**config.mk**
```make
export PLATFORM = sky130hd
export DESIGN_NAME = vtgd_scaler
export DESIGN_NICKNAME = d
export VERILOG_FILES = /design/src/assert_macros.svh /design/src/vtgd_pkg.sv /design/src/vtgd_scaler.sv
export SDC_FILE = /design/constraint.sdc
export NUM_CORES = 2
export LEC_CHECK = 0
export BUFFER_PORTS_ARGS = -buffer_cell sky130_fd_sc_hd__buf_4
export CAP_MARGIN = 10
export CORE_MARGIN = 3
export CORE_UTILIZATION = 35
export CTS_CLUSTER_DIAMETER = 120
export DETAILED_ROUTE_END_ITERATION = 10
export GPL_TIMING_DRIVEN = 0
export SKIP_LAST_GASP = 1
export SYNTH_ARGS = -nofsm -noshare
export SYNTH_HDL_FRONTEND = slang
export SYNTH_SLANG_ARGS = --single-unit
```
**constraint.sdc**
```tcl
create_clock -name clk -period 10.95 [get_ports clk]
set_clock_uncertainty 0.1 [all_clocks]
set_input_delay 2.19 -clock clk [delete_from_list [all_inputs] [get_ports clk]]
set_output_delay 2.19 -clock clk [all_outputs]
set_load 0.02 [all_outputs]
```
**src/assert_macros.svh**
```systemverilog
// ----------------------------------------------------------------------------
// assert_macros.svh
// Shared concurrent assertion macros, clocked on clk, disabled in reset.
// ----------------------------------------------------------------------------
`ifndef ASSERT_MACROS_SVH
`define ASSERT_MACROS_SVH

// same-cycle implication
`define VTGD_ASSERT_IMP(label, ante, cons) \
    label: assert property (@(posedge clk) disable iff (!rst_n) (ante) |-> (cons)) \
        else $error("assertion failed");

// next-cycle implication
`define VTGD_ASSERT_NXT(label, ante, cons) \
    label: assert property (@(posedge clk) disable iff (!rst_n) (ante) |=> (cons)) \
        else $error("assertion failed");

`endif

```
**src/vtgd_pkg.sv**
```systemverilog
// ----------------------------------------------------------------------------
// vtgd_pkg
// Types and constants of the vector tile geometry decoder.
// ----------------------------------------------------------------------------
`default_nettype none

package vtgd_pkg;

    localparam int WORD_W  = 32;
    localparam int COUNT_W = 29;
    localparam int POINT_W = 48;
    localparam int CFG_INDEX_W = 1;

    localparam logic [2:0] CMD_ID_MOVE  = 3'd1;
    localparam logic [2:0] CMD_ID_LINE  = 3'd2;
    localparam logic [2:0] CMD_ID_CLOSE = 3'd7;

    localparam logic [CFG_INDEX_W-1:0] CFG_SCALE_X = 1'b0;
    localparam logic [CFG_INDEX_W-1:0] CFG_SCALE_Y = 1'b1;

    localparam logic [WORD_W-1:0] SCALE_RESET = 32'h0001_0000;

    typedef enum logic [1:0] {
        KIND_MOVE  = 2'd0,
        KIND_LINE  = 2'd1,
        KIND_CLOSE = 2'd2,
        KIND_TRUNC = 2'd3
    } kind_t;

    typedef struct packed {
        logic                     valid;
        kind_t                    kind;
        logic signed [WORD_W-1:0] cursor_x;
        logic signed [WORD_W-1:0] cursor_y;
    } dec_result_t;

    function automatic logic [WORD_W-1:0] unzigzag(input logic [WORD_W-1:0] w);
        return (w >> 1) ^ {WORD_W{w[0]}};
    endfunction

endpackage

`default_nettype wire

```
**src/vtgd_scaler.sv**
```systemverilog
// ----------------------------------------------------------------------------
// vtgd_scaler
// One axis: cursor times Q scale, then realign to 16 fraction bits and
// saturate to 48 bits. Two register stages (product, result).
// ----------------------------------------------------------------------------
`default_nettype none

module vtgd_scaler #(
    parameter int FRAC_BITS = 16
) (
    input  wire logic                               clk,
    input  wire logic                               load_prod,
    input  wire logic                               load_res,
    input  wire logic signed [vtgd_pkg::WORD_W-1:0] cursor,
    input  wire logic [vtgd_pkg::WORD_W-1:0]        scale,
    output logic signed [vtgd_pkg::POINT_W-1:0]     result
);

    localparam int UP   = (FRAC_BITS < 16) ? 16 - FRAC_BITS : 0;
    localparam int DOWN = (FRAC_BITS > 16) ? FRAC_BITS - 16 : 0;
    localparam logic [63:0] POS_LIMIT = 64'h0000_7FFF_FFFF_FFFF;
    localparam logic [63:0] NEG_LIMIT = 64'h0000_8000_0000_0000;
    localparam logic [63:0] RND_MASK  = (64'd1 << DOWN) - 64'd1;

    logic [vtgd_pkg::WORD_W-1:0]            mag;
    logic [63:0]                            prod_reg, prod_next;
    logic                                   neg_reg;
    logic [63:0]                            limit;
    logic [63:0]                            q_dn;
    logic [63:0]                            q_sat;
    logic signed [vtgd_pkg::POINT_W-1:0]    res_reg, res_next;

    assign mag       = cursor[vtgd_pkg::WORD_W-1] ? (~cursor + 1'b1) : cursor;
    assign prod_next = {32'd0, mag} * {32'd0, scale};

    always_comb
    begin
        limit = neg_reg ? NEG_LIMIT : POS_LIMIT;
        // negative values round toward minus infinity: ceiling of magnitude
        q_dn  = (prod_reg >> DOWN)
              + (((prod_reg & RND_MASK) + (neg_reg ? RND_MASK : 64'd0)) >> DOWN);
        q_sat = (q_dn > (limit >> UP)) ? limit : (q_dn << UP);
        res_next = neg_reg ? signed'(48'd0 - q_sat[vtgd_pkg::POINT_W-1:0])
                           : signed'(q_sat[vtgd_pkg::POINT_W-1:0]);
    end

    always_ff @(posedge clk)
    begin
        if (load_prod)
        begin
            prod_reg <= prod_next;
            neg_reg  <= cursor[vtgd_pkg::WORD_W-1];
        end
        if (load_res)
        begin
            res_reg <= res_next;
        end
    end

    assign result = res_reg;

endmodule

`default_nettype wire

```
==> results_dict.tcl <==
set metrics [dict create \
    status "finished, violations left" \
    violations "negative setup slack" \
    cts_tree "built" \
    end_kind "flip-flop" \
    tns_ns -18.45 \
    path_common_cell "buf_6" \
    design.die.area_um2 118000 \
    htree_levels 4 \
    firstDrtPassIters 7 \
    start_kind "primary input" \
    clkSinkCount 113 \
    fin_crit_sh_pct 110 \
    crit_fanout 7 \
    syn_area_per_cell_um2 9.24 \
    worstHoldPathCells 2 \
    multi_input_area_um2 33500 \
    max_freq_mhz 83.3 \
    synth_edf_count 113 \
    relSlewSlack_pct 18.9 \
    drtIter0Drc 2952 \
    gp_congestion 1.04 \
    setup_viol 31 \
    max_cap_viol_count 0 \
    synthArstFlopShare_pct 0 \
    ys.flop_type "edfxtp_1" \
    grt_start_max_net_pins 66 \
    max_slew.worst_pin.slew_ns 1.22 \
    synth_cells 4326 \
    die_height_um 344 \
    hp-class "reg -> reg" \
    synthDistinctLibCells 71 \
    start_util_pct 35.4 \
    ioPinCount 115 \
    grt_pass1_vias 32804 \
    cts_root_buf "clkbuf_16" \
    core_area_um2 113000 \
    io_buffers 114 \
    synth_area_um2 40000 \
    grtUsageTotal_pct 25.3 \
    nFillCells 11314 \
    slowest_delay_ns 0.75 \
    synth_seq_cells 113 \
    largest_reg_flops 64 \
    worstPathRequired_ns 11.03 \
    fin_nets 5800 \
    final_max_slew_viol_count 0 \
    hpwl_um 122000 \
    numCtsBuffers 17 \
    finalWirelength_um 149000 \
    rsz0062_at_grt "yes" \
    syn-num-nets 5602 \
    routedWlPerCell_um 24.6 \
    fin_hold_ws_ns 0.633 \
    stdcell_count 6040 \
    antenna_found_initial 15 \
    area_growth_pct 13.7 \
    clock_path_buffers 2 \
    ff2ff_path_depth 24 \
    path_clk_slew_ns 0.06 \
    final_layout_size_suffix_gt1_share_pct 11.1 \
    worstPathArrival_ns 12.08 \
    postRouteAntennaNets 0 \
    ff_latch_area_um2 3390 \
    post-route-drc-count 0 \
    die_w_um 344 \
    grt-ovfl-total 0 \
    vias_per_cell 5.24 \
    fp-row-count 123 \
    crit_slowest_cell "fa_2" \
    final_cell_mix "868 x inv_1, 859 x fa_1, 573 x and2_1" \
    crit_type "in -> reg" \
    layout_commonest_cell "inv_1" \
    final_hold_viol_count 0 \
    dp_slack_ns -3.40 \
    finalCriticalPeriod_ns 12.00 \
    dp_cells 5941 \
    vias 31638 \
    clk-insertion-delay-late_ns 0.44 \
    synth.yosys.seq_area_share_pct 8.49 \
    grt_pass1_wl_um 219000 \
    setup_ws_ns -1.05 \
    yosysWarnings 0 \
]
[cell families after synthesis]
| group | count (synthesis) | share of synthesized area, % |
|---|---|---|
| and+or+nand+nor | 1383 | 17.7 |
| adders and majority gates | 1209 | 54.7 |
| buffers and inverters | 1126 | 10.6 |
| AOI/OAI and AO/OA | 393 | 6.30 |
| DFF | 113 | 8.49 |
| xor gates and xnor gates | 94 | 2.06 |
| muxes | 8 | 0.200 |
[worst max-delay path: cells and delay by family]
kind / cells / cell delay [ns]
AOI/OAI and AO/OA: 6 / 0.84
and+or+nand+nor: 10 / 2.67
xor gates and xnor gates: 2 / 0.25
adders and majority gates: 10 / 4.75
buffers and inverters: 13 / 1.34
[area by class of cell]
class                   count  area share (%)
inverters                 889            7.34
plain buffers             227            2.62
diodes                      3          0.0165
repair buffers            189            3.44
multi-input cells        3087            73.6
flip-flops and latches    113            7.46
well taps                1500            4.13
clock buffers              17           0.936
clock inverters            15           0.435
[path summary, 6_finish.rpt]
| path | slack (ns) | to | start |
|---|---|---|---|
| worst max register to register | 3.16 | result[46]$_DFFE_PP_ | neg_reg$_DFFE_PP_ |
| worst min-delay path | 0.63 | result[10]$_DFFE_PP_ | prod_reg[10]$_DFFE_PP_ |
| worst min register to register | 0.63 | result[10]$_DFFE_PP_ | prod_reg[10]$_DFFE_PP_ |
| worst max-delay path | -1.05 | prod_reg[54]$_DFFE_PP_ | cursor[0] |
[synth_stat cells (6+ instances only)]
master / n / share of area (%)
o21bai_1: 11 / 0.21
a21o_1: 58 / 1.1
or4_1: 9 / 0.17
fa_1: 896 / 45
clkbuf_1: 231 / 2.2
and2_1: 581 / 9.1
nand2_1: 542 / 5.1
nor4_1: 12 / 0.19
nor3_1: 44 / 0.55
xor2_1: 32 / 0.70
a31oi_1: 6 / 0.094
o21ai_0: 72 / 0.90
o211ai_1: 7 / 0.13
and3_1: 6 / 0.094
o22ai_1: 18 / 0.28
a22o_1: 8 / 0.18
mux2i_1: 8 / 0.20
nand3_1: 21 / 0.26
nand2b_1: 9 / 0.14
inv_1: 887 / 8.3
nor2_1: 88 / 0.83
or2_2: 7 / 0.11
or3_1: 15 / 0.23
nand4_1: 26 / 0.41
xnor2_1: 62 / 1.4
o31ai_1: 17 / 0.32
nor2b_1: 6 / 0.094
a211oi_1: 12 / 0.23
edfxtp_1: 113 / 8.5
a21oi_1: 126 / 1.6
ha_1: 313 / 9.8
[through the flow]
step / cell area, um^2 / util, %
floorplan: 40100 / -
global route: 45500 / 40.3
finish: 45500 / 40.3
detailed placement: 42900 / 38.0
global placement: 42900 / 38.0
CTS: 44900 / 39.7
[repair_timing]
item                       4_1_cts  5_1_grt
setup buffers                   50       27
pin swaps                       87       48
cloned                           0        0
gates resized for setup        259      135
hold buffers                     0        0
setup endpoints to repair       47       41
[per-layer routing]
metal | GRT usage, % | wire length, um
met3 | 6.59 | 15400
met1 | 34.3 | 60300
met5 | 0 | 48
met4 | 9.08 | 6730
met2 | 39.2 | 66200
Power is left out: the tool's default activity adds up to more than one toggle a clock period on the data nets, which glitch-free logic cannot reach.
