`src/assert_macros.svh`:
```
// ----------------------------------------------------------------------------
// assert_macros.svh
// Shared concurrent assertion macros, clocked on clk, disabled in reset.
// ----------------------------------------------------------------------------
`ifndef ASSERT_MACROS_SVH
`define ASSERT_MACROS_SVH

// same-cycle implication
`define VTGD_ASSERT_IMP(label, ante, cons) \
    label: assert property (@(posedge clk) disable iff (!rst_n) (ante) |-> (cons)) \
        else $error("assertion failed");

// next-cycle implication
`define VTGD_ASSERT_NXT(label, ante, cons) \
    label: assert property (@(posedge clk) disable iff (!rst_n) (ante) |=> (cons)) \
        else $error("assertion failed");

`endif

```
`src/vtgd_pkg.sv`:
```
// ----------------------------------------------------------------------------
// vtgd_pkg
// Types and constants of the vector tile geometry decoder.
// ----------------------------------------------------------------------------
`default_nettype none

package vtgd_pkg;

    localparam int WORD_W  = 32;
    localparam int COUNT_W = 29;
    localparam int POINT_W = 48;
    localparam int CFG_INDEX_W = 1;

    localparam logic [2:0] CMD_ID_MOVE  = 3'd1;
    localparam logic [2:0] CMD_ID_LINE  = 3'd2;
    localparam logic [2:0] CMD_ID_CLOSE = 3'd7;

    localparam logic [CFG_INDEX_W-1:0] CFG_SCALE_X = 1'b0;
    localparam logic [CFG_INDEX_W-1:0] CFG_SCALE_Y = 1'b1;

    localparam logic [WORD_W-1:0] SCALE_RESET = 32'h0001_0000;

    typedef enum logic [1:0] {
        KIND_MOVE  = 2'd0,
        KIND_LINE  = 2'd1,
        KIND_CLOSE = 2'd2,
        KIND_TRUNC = 2'd3
    } kind_t;

    typedef struct packed {
        logic                     valid;
        kind_t                    kind;
        logic signed [WORD_W-1:0] cursor_x;
        logic signed [WORD_W-1:0] cursor_y;
    } dec_result_t;

    function automatic logic [WORD_W-1:0] unzigzag(input logic [WORD_W-1:0] w);
        return (w >> 1) ^ {WORD_W{w[0]}};
    endfunction

endpackage

`default_nettype wire

```
`src/vtgd_decoder.sv`:
```
// ----------------------------------------------------------------------------
// vtgd_decoder
// Command/parameter decode and cursor update, one word per accepted item.
// ----------------------------------------------------------------------------
`default_nettype none
`include "assert_macros.svh"

module vtgd_decoder (
    input  wire logic                        clk,
    input  wire logic                        rst_n,
    input  wire logic                        accept,
    input  wire logic [vtgd_pkg::WORD_W-1:0] word,
    input  wire logic                        last,
    output vtgd_pkg::dec_result_t            res
);

    typedef enum logic [1:0] {
        CMD_NONE = 2'd0,
        CMD_MOVE = 2'd1,
        CMD_LINE = 2'd2
    } cmd_t;

    cmd_t                                    cmd_reg, cmd_next;
    logic [vtgd_pkg::COUNT_W-1:0]            pairs_reg, pairs_next;
    logic [vtgd_pkg::WORD_W-1:0]             held_reg, held_next;
    logic                                    await_reg, await_next;
    logic signed [vtgd_pkg::WORD_W-1:0]      cursor_x_reg, cursor_x_next;
    logic signed [vtgd_pkg::WORD_W-1:0]      cursor_y_reg, cursor_y_next;

    logic [2:0]                              cmd_id;
    logic [vtgd_pkg::COUNT_W-1:0]            count;

    assign cmd_id = word[2:0];
    assign count  = word[vtgd_pkg::WORD_W-1:3];

    always_comb
    begin
        cmd_next      = cmd_reg;
        pairs_next    = pairs_reg;
        held_next     = held_reg;
        await_next    = await_reg;
        cursor_x_next = cursor_x_reg;
        cursor_y_next = cursor_y_reg;
        res.valid     = 1'b0;
        res.kind      = vtgd_pkg::KIND_MOVE;

        if (pairs_reg == '0)
        begin
            if ((cmd_id == vtgd_pkg::CMD_ID_MOVE || cmd_id == vtgd_pkg::CMD_ID_LINE)
                && count != '0)
            begin
                cmd_next   = (cmd_id == vtgd_pkg::CMD_ID_MOVE) ? CMD_MOVE : CMD_LINE;
                pairs_next = count;
                await_next = 1'b0;
            end
            else if (cmd_id == vtgd_pkg::CMD_ID_CLOSE)
            begin
                res.valid = 1'b1;
                res.kind  = vtgd_pkg::KIND_CLOSE;
            end
        end
        else if (!await_reg)
        begin
            held_next  = word;
            await_next = 1'b1;
        end
        else
        begin
            cursor_x_next = cursor_x_reg + signed'(vtgd_pkg::unzigzag(held_reg));
            cursor_y_next = cursor_y_reg + signed'(vtgd_pkg::unzigzag(word));
            await_next    = 1'b0;
            held_next     = '0;
            res.valid     = 1'b1;
            res.kind      = (cmd_reg == CMD_MOVE) ? vtgd_pkg::KIND_MOVE : vtgd_pkg::KIND_LINE;
            pairs_next    = pairs_reg - 1'b1;
            if (pairs_next == '0)
            begin
                cmd_next = CMD_NONE;
            end
        end

        // emitted point carries the cursor after this word's update
        res.cursor_x = cursor_x_next;
        res.cursor_y = cursor_y_next;

        if (last)
        begin
            if (pairs_next != '0 || await_next)
            begin
                res.valid = 1'b1;
                res.kind  = vtgd_pkg::KIND_TRUNC;
            end
            cmd_next      = CMD_NONE;
            pairs_next    = '0;
            held_next     = '0;
            await_next    = 1'b0;
            cursor_x_next = '0;
            cursor_y_next = '0;
        end
    end

    always_ff @(posedge clk or negedge rst_n)
    begin
        if (!rst_n)
        begin
            cmd_reg      <= CMD_NONE;
            pairs_reg    <= '0;
            held_reg     <= '0;
            await_reg    <= 1'b0;
            cursor_x_reg <= '0;
            cursor_y_reg <= '0;
        end
        else if (accept)
        begin
            cmd_reg      <= cmd_next;
            pairs_reg    <= pairs_next;
            held_reg     <= held_next;
            await_reg    <= await_next;
            cursor_x_reg <= cursor_x_next;
            cursor_y_reg <= cursor_y_next;
        end
    end

    `VTGD_ASSERT_NXT(a_last_clears, accept && last,
        pairs_reg == '0 && !await_reg && cursor_x_reg == '0 && cursor_y_reg == '0)
    `VTGD_ASSERT_IMP(a_await_has_pairs, await_reg, pairs_reg != '0)

endmodule

`default_nettype wire

```
`config.mk`:
```
export PLATFORM = sky130hd
export DESIGN_NAME = vtgd_decoder
export DESIGN_NICKNAME = d
export VERILOG_FILES = /design/src/vtgd_pkg.sv /design/src/vtgd_decoder.sv
export VERILOG_INCLUDE_DIRS = /design/src /design/src/src
export SDC_FILE = /design/constraint.sdc
export NUM_CORES = 1
export LEC_CHECK = 0
export ABC_AREA = 1
export BUFFER_PORTS_ARGS = -buffer_cell sky130_fd_sc_hd__buf_2
export CELL_PAD_IN_SITES_DETAIL_PLACEMENT = 1
export CELL_PAD_IN_SITES_GLOBAL_PLACEMENT = 1
export CORE_MARGIN = 5
export CORE_UTILIZATION = 30
export CTS_CLUSTER_SIZE = 25
export DETAILED_ROUTE_END_ITERATION = 10
export PLACE_DENSITY_LB_ADDON = 0.1
export SLEW_MARGIN = 5
export SYNTH_ARGS = -nofsm -noshare
export SYNTH_HDL_FRONTEND = slang
export SYNTH_SLANG_ARGS = --single-unit
```
`constraint.sdc`:
```
create_clock -name clk -period 5.8 [get_ports clk]
set_input_delay 0.87 -clock clk [delete_from_list [all_inputs] [get_ports clk]]
set_output_delay 0.87 -clock clk [all_outputs]
set_load 0.05 [all_outputs]
```
==> results.py <==
metrics = {
    "outcome": {
        "outcome": "complete, no violations",
    },
    "setup_path": {
        "cpPeakStageDelay_ps": 450,
        "cp.required_ps": 4930,
        "endpoint_kind": "primary output",
        "rrSetupSlack_ps": 2170,
        "cp_data_arrival_time_ps": 4220,
        "path_buf_inv": 3,
        "worstPathMaxFanout": 34,
        "rr_worst_depth": 11,
        "cpMostUsedCell": "a21oi_1",
        "worstSetupPathType": "input pin to primary output",
        "reg2reg_to": "cursor_x_reg[28]",
        "r2r_start": "held_reg[0]",
        "path_cells": "buf_2, buf_4, xor2_1, ha_1, a21oi_1, o21ai_0, a21oi_1, o21ai_0, a21oi_1, nand3_1, nand3_1, xnor2_1, buf_2",
        "path_delay_family": "compound AO/OA/AOI/OAI gates",
        "worst_path_max_delay_cell": "buf_4",
        "start_kind": "input pin",
    },
    "yosys": {
        "muxShareOfSynthArea_pct": 0.0842,
        "synth_common_cells": "nand2_1, nor2_1, inv_1",
        "synthSimpleGateAreaFrac_pct": 28.3,
        "synthAdderAreaFrac_pct": 7.50,
        "syn-num-nets": 1896,
        "avgSynthCellArea_um2": 6.64,
        "synth_top_family_by_area": "simple AND/OR/NAND/NOR gates",
        "ys_types": 46,
        "ys_seq_area_share_pct": 27.0,
        "synth_seq_cells": 128,
        "async_flop_share_pct": 100,
        "synth_top_area_share_pct": 27.0,
        "yosysTopAreaCell": "dfrtp_1",
        "synth-edff-count": 0,
        "synth_xor_area_share_pct": 9.65,
        "synth_ff_type": "dfrtp_1",
        "synthTopCellsByArea": "dfrtp_1, nand2_1, ha_1",
        "synth_compound_area_share_pct": 18.4,
        "yosysWarnings": 0,
        "yosysMostFrequentCell": "nand2_1",
        "postSynthCellCount": 1790,
        "syn_area_um2": 11900,
    },
    "power_and_ir_drop": {
        "leakage_nw": 6.79,
        "cellPowerDensity_nw_per_um2": 450,
        "irDropWorstVdd_mv": 0.228,
    },
    "timing": {
        "tns_ps": 0,
        "hold_violations": 0,
        "slew_viol_final": 0,
        "timing.final.crit_share_pct": 87.8,
        "slew_headroom_pct": 23.5,
        "worstMarginPinSlew_ps": 1150,
        "fmax_mhz": 196,
        "clock_skew_ps": 13.8,
        "setup_viol": 0,
        "rsz0062_at_grt": "no",
        "whs_ps": 436,
        "fin_crit_ps": 5090,
    },
    "clock_network": {
        "post_cts_buffers": 0,
        "cts_buffers": 17,
        "cts_tree": "done",
        "clk_pin_slew_ps": 60,
        "clk_path_buf_depth": 2,
        "cts-root-buf": "clkbuf_16",
        "cts_hold_buffers": 0,
        "clk_latency_ps": 490,
        "h-tree-depth": 4,
        "cts_resized": 0,
        "cts.sinks": 128,
    },
    "die": {
        "io_pins": 103,
        "die_w_um": 209,
        "dieArea_um2": 43700,
        "start_util_pct": 30.1,
        "fp-row-count": 73,
        "fp.dieH_um": 209,
        "core_um2": 39500,
    },
    "global_route": {
        "grt_pass1_vias": 12500,
        "grtUsageTotal_pct": 21.7,
        "grt_overflow": 0,
        "antenna_found_initial": 0,
        "grt_pass1_wl_um": 74100,
        "grt_max_degree": 73,
    },
    "cells_and_area": {
        "layout.cells.non_filler": 2399,
        "drive_gt1_share_pct": 10.2,
        "area_growth_pct": 13.2,
        "finalInstanceArea_um2": 13500,
        "fin_nets": 1967,
        "insertedDiodeCount": 0,
        "finish.utilization_pct": 34.1,
    },
    "placed_design": {
        "io_buffer_count": 102,
        "place_inst": 2367,
        "placed_area_um2": 12800,
        "hpwl_um": 36900,
        "place_congestion": 0.882,
    },
    "drt": {
        "wl_um": 47300,
        "drc": 0,
        "ant_nets": 0,
        "drtPass1Iterations": 4,
        "vias": 12000,
        "dr.first_iter.drc_count": 690,
        "avgRoutedWirePerCell_um": 19.7,
        "vias_per_cell": 5.01,
    },
    "min_path": {
        "hp-class": "input pin to asynchronous set/reset pin",
    },
    "job": {
        "maxCapViolations": 0,
    },
}
==> worst reg2reg max path, cell delays in order, from the launching register on <==
cell      delay [ps]
dfrtp_2          610
xor2_1           280
ha_1             330
a21oi_1          260
a21boi_0         560
nand2_1          110
a21oi_1          540
o21ai_0          330
xnor2_1          200
a21oi_1          200
nand2_1           70
nand2_1           80
==> kinds of logic after synthesis <==
kind of cell               Yosys count
and+or+nand+nor                    810
muxes                                1
adders and majority gates           70
buffers and inverters              257
AOI/OAI and AO/OA                  393
DFF                                128
xor gates and xnor gates           131
==> cells in the final DEF, fill, tap and decap left out, types with 11 or more instances in the layout <==
master / count
o22ai_1: 19
nor3_1: 20
buf_4: 17
nand2_1: 457
ha_1: 68
o21ai_1: 28
clkbuf_16: 17
buf_2: 101
o21a_1: 11
a22o_1: 11
nor2_1: 183
o21ai_0: 139
nand3_1: 98
dfrtp_1: 127
xnor2_1: 36
inv_1: 181
nand4_1: 11
a21oi_1: 140
a21o_1: 14
xor2_1: 95
==> where the power goes <==
part           total [W]  switching, W  internal [W]
clock network    0.00119      0.000467      0.000728
registers        0.00124      0.000184       0.00106
logic            0.00362       0.00259       0.00102
total            0.00605       0.00324       0.00281
==> stage by stage <==
step | worst slack [ps] | power (W)
finish | 708 | 0.00605
CTS | 709 | 0.00612
detailed placement | 713 | 0.00489
global placement | 679 | 0.00484
global route | 545 | 0.00651
floorplan | 1080 | 0.00390
==> metal layers <==
metal  track usage [%]  wire length (um)  up-vias
met1              30.0             23200     5835
met4              5.60               747        0
met3              3.47              1380       38
met5                 0                 0        -
li1                  -                 -     5998
met2              35.5             21900      153
==> worst max path at each step <==
stage	start	end	slack [ps]	depth (start not counted)
6_report	word[0]	res[31]	710	13
5_1_grt	word[0]	res[31]	540	15
4_1_cts	word[0]	res[31]	710	13
3_5_place_dp	word[0]	res[31]	710	13
3_3_place_gp	word[0]	res[31]	680	13
2_1_floorplan	word[0]	res[22]	1080	15
==> layout make-up <==
type | instances | area (um^2)
fill | 5087 | 26000
multi-input combinational | 1405 | 7620
sequential | 128 | 3200
inverter | 190 | 716
tap | 525 | 657
timing repair buffer | 119 | 644
clock buffer | 22 | 454
clock inverter | 10 | 160
No activity file was read; power rests on OpenSTA's default activity.
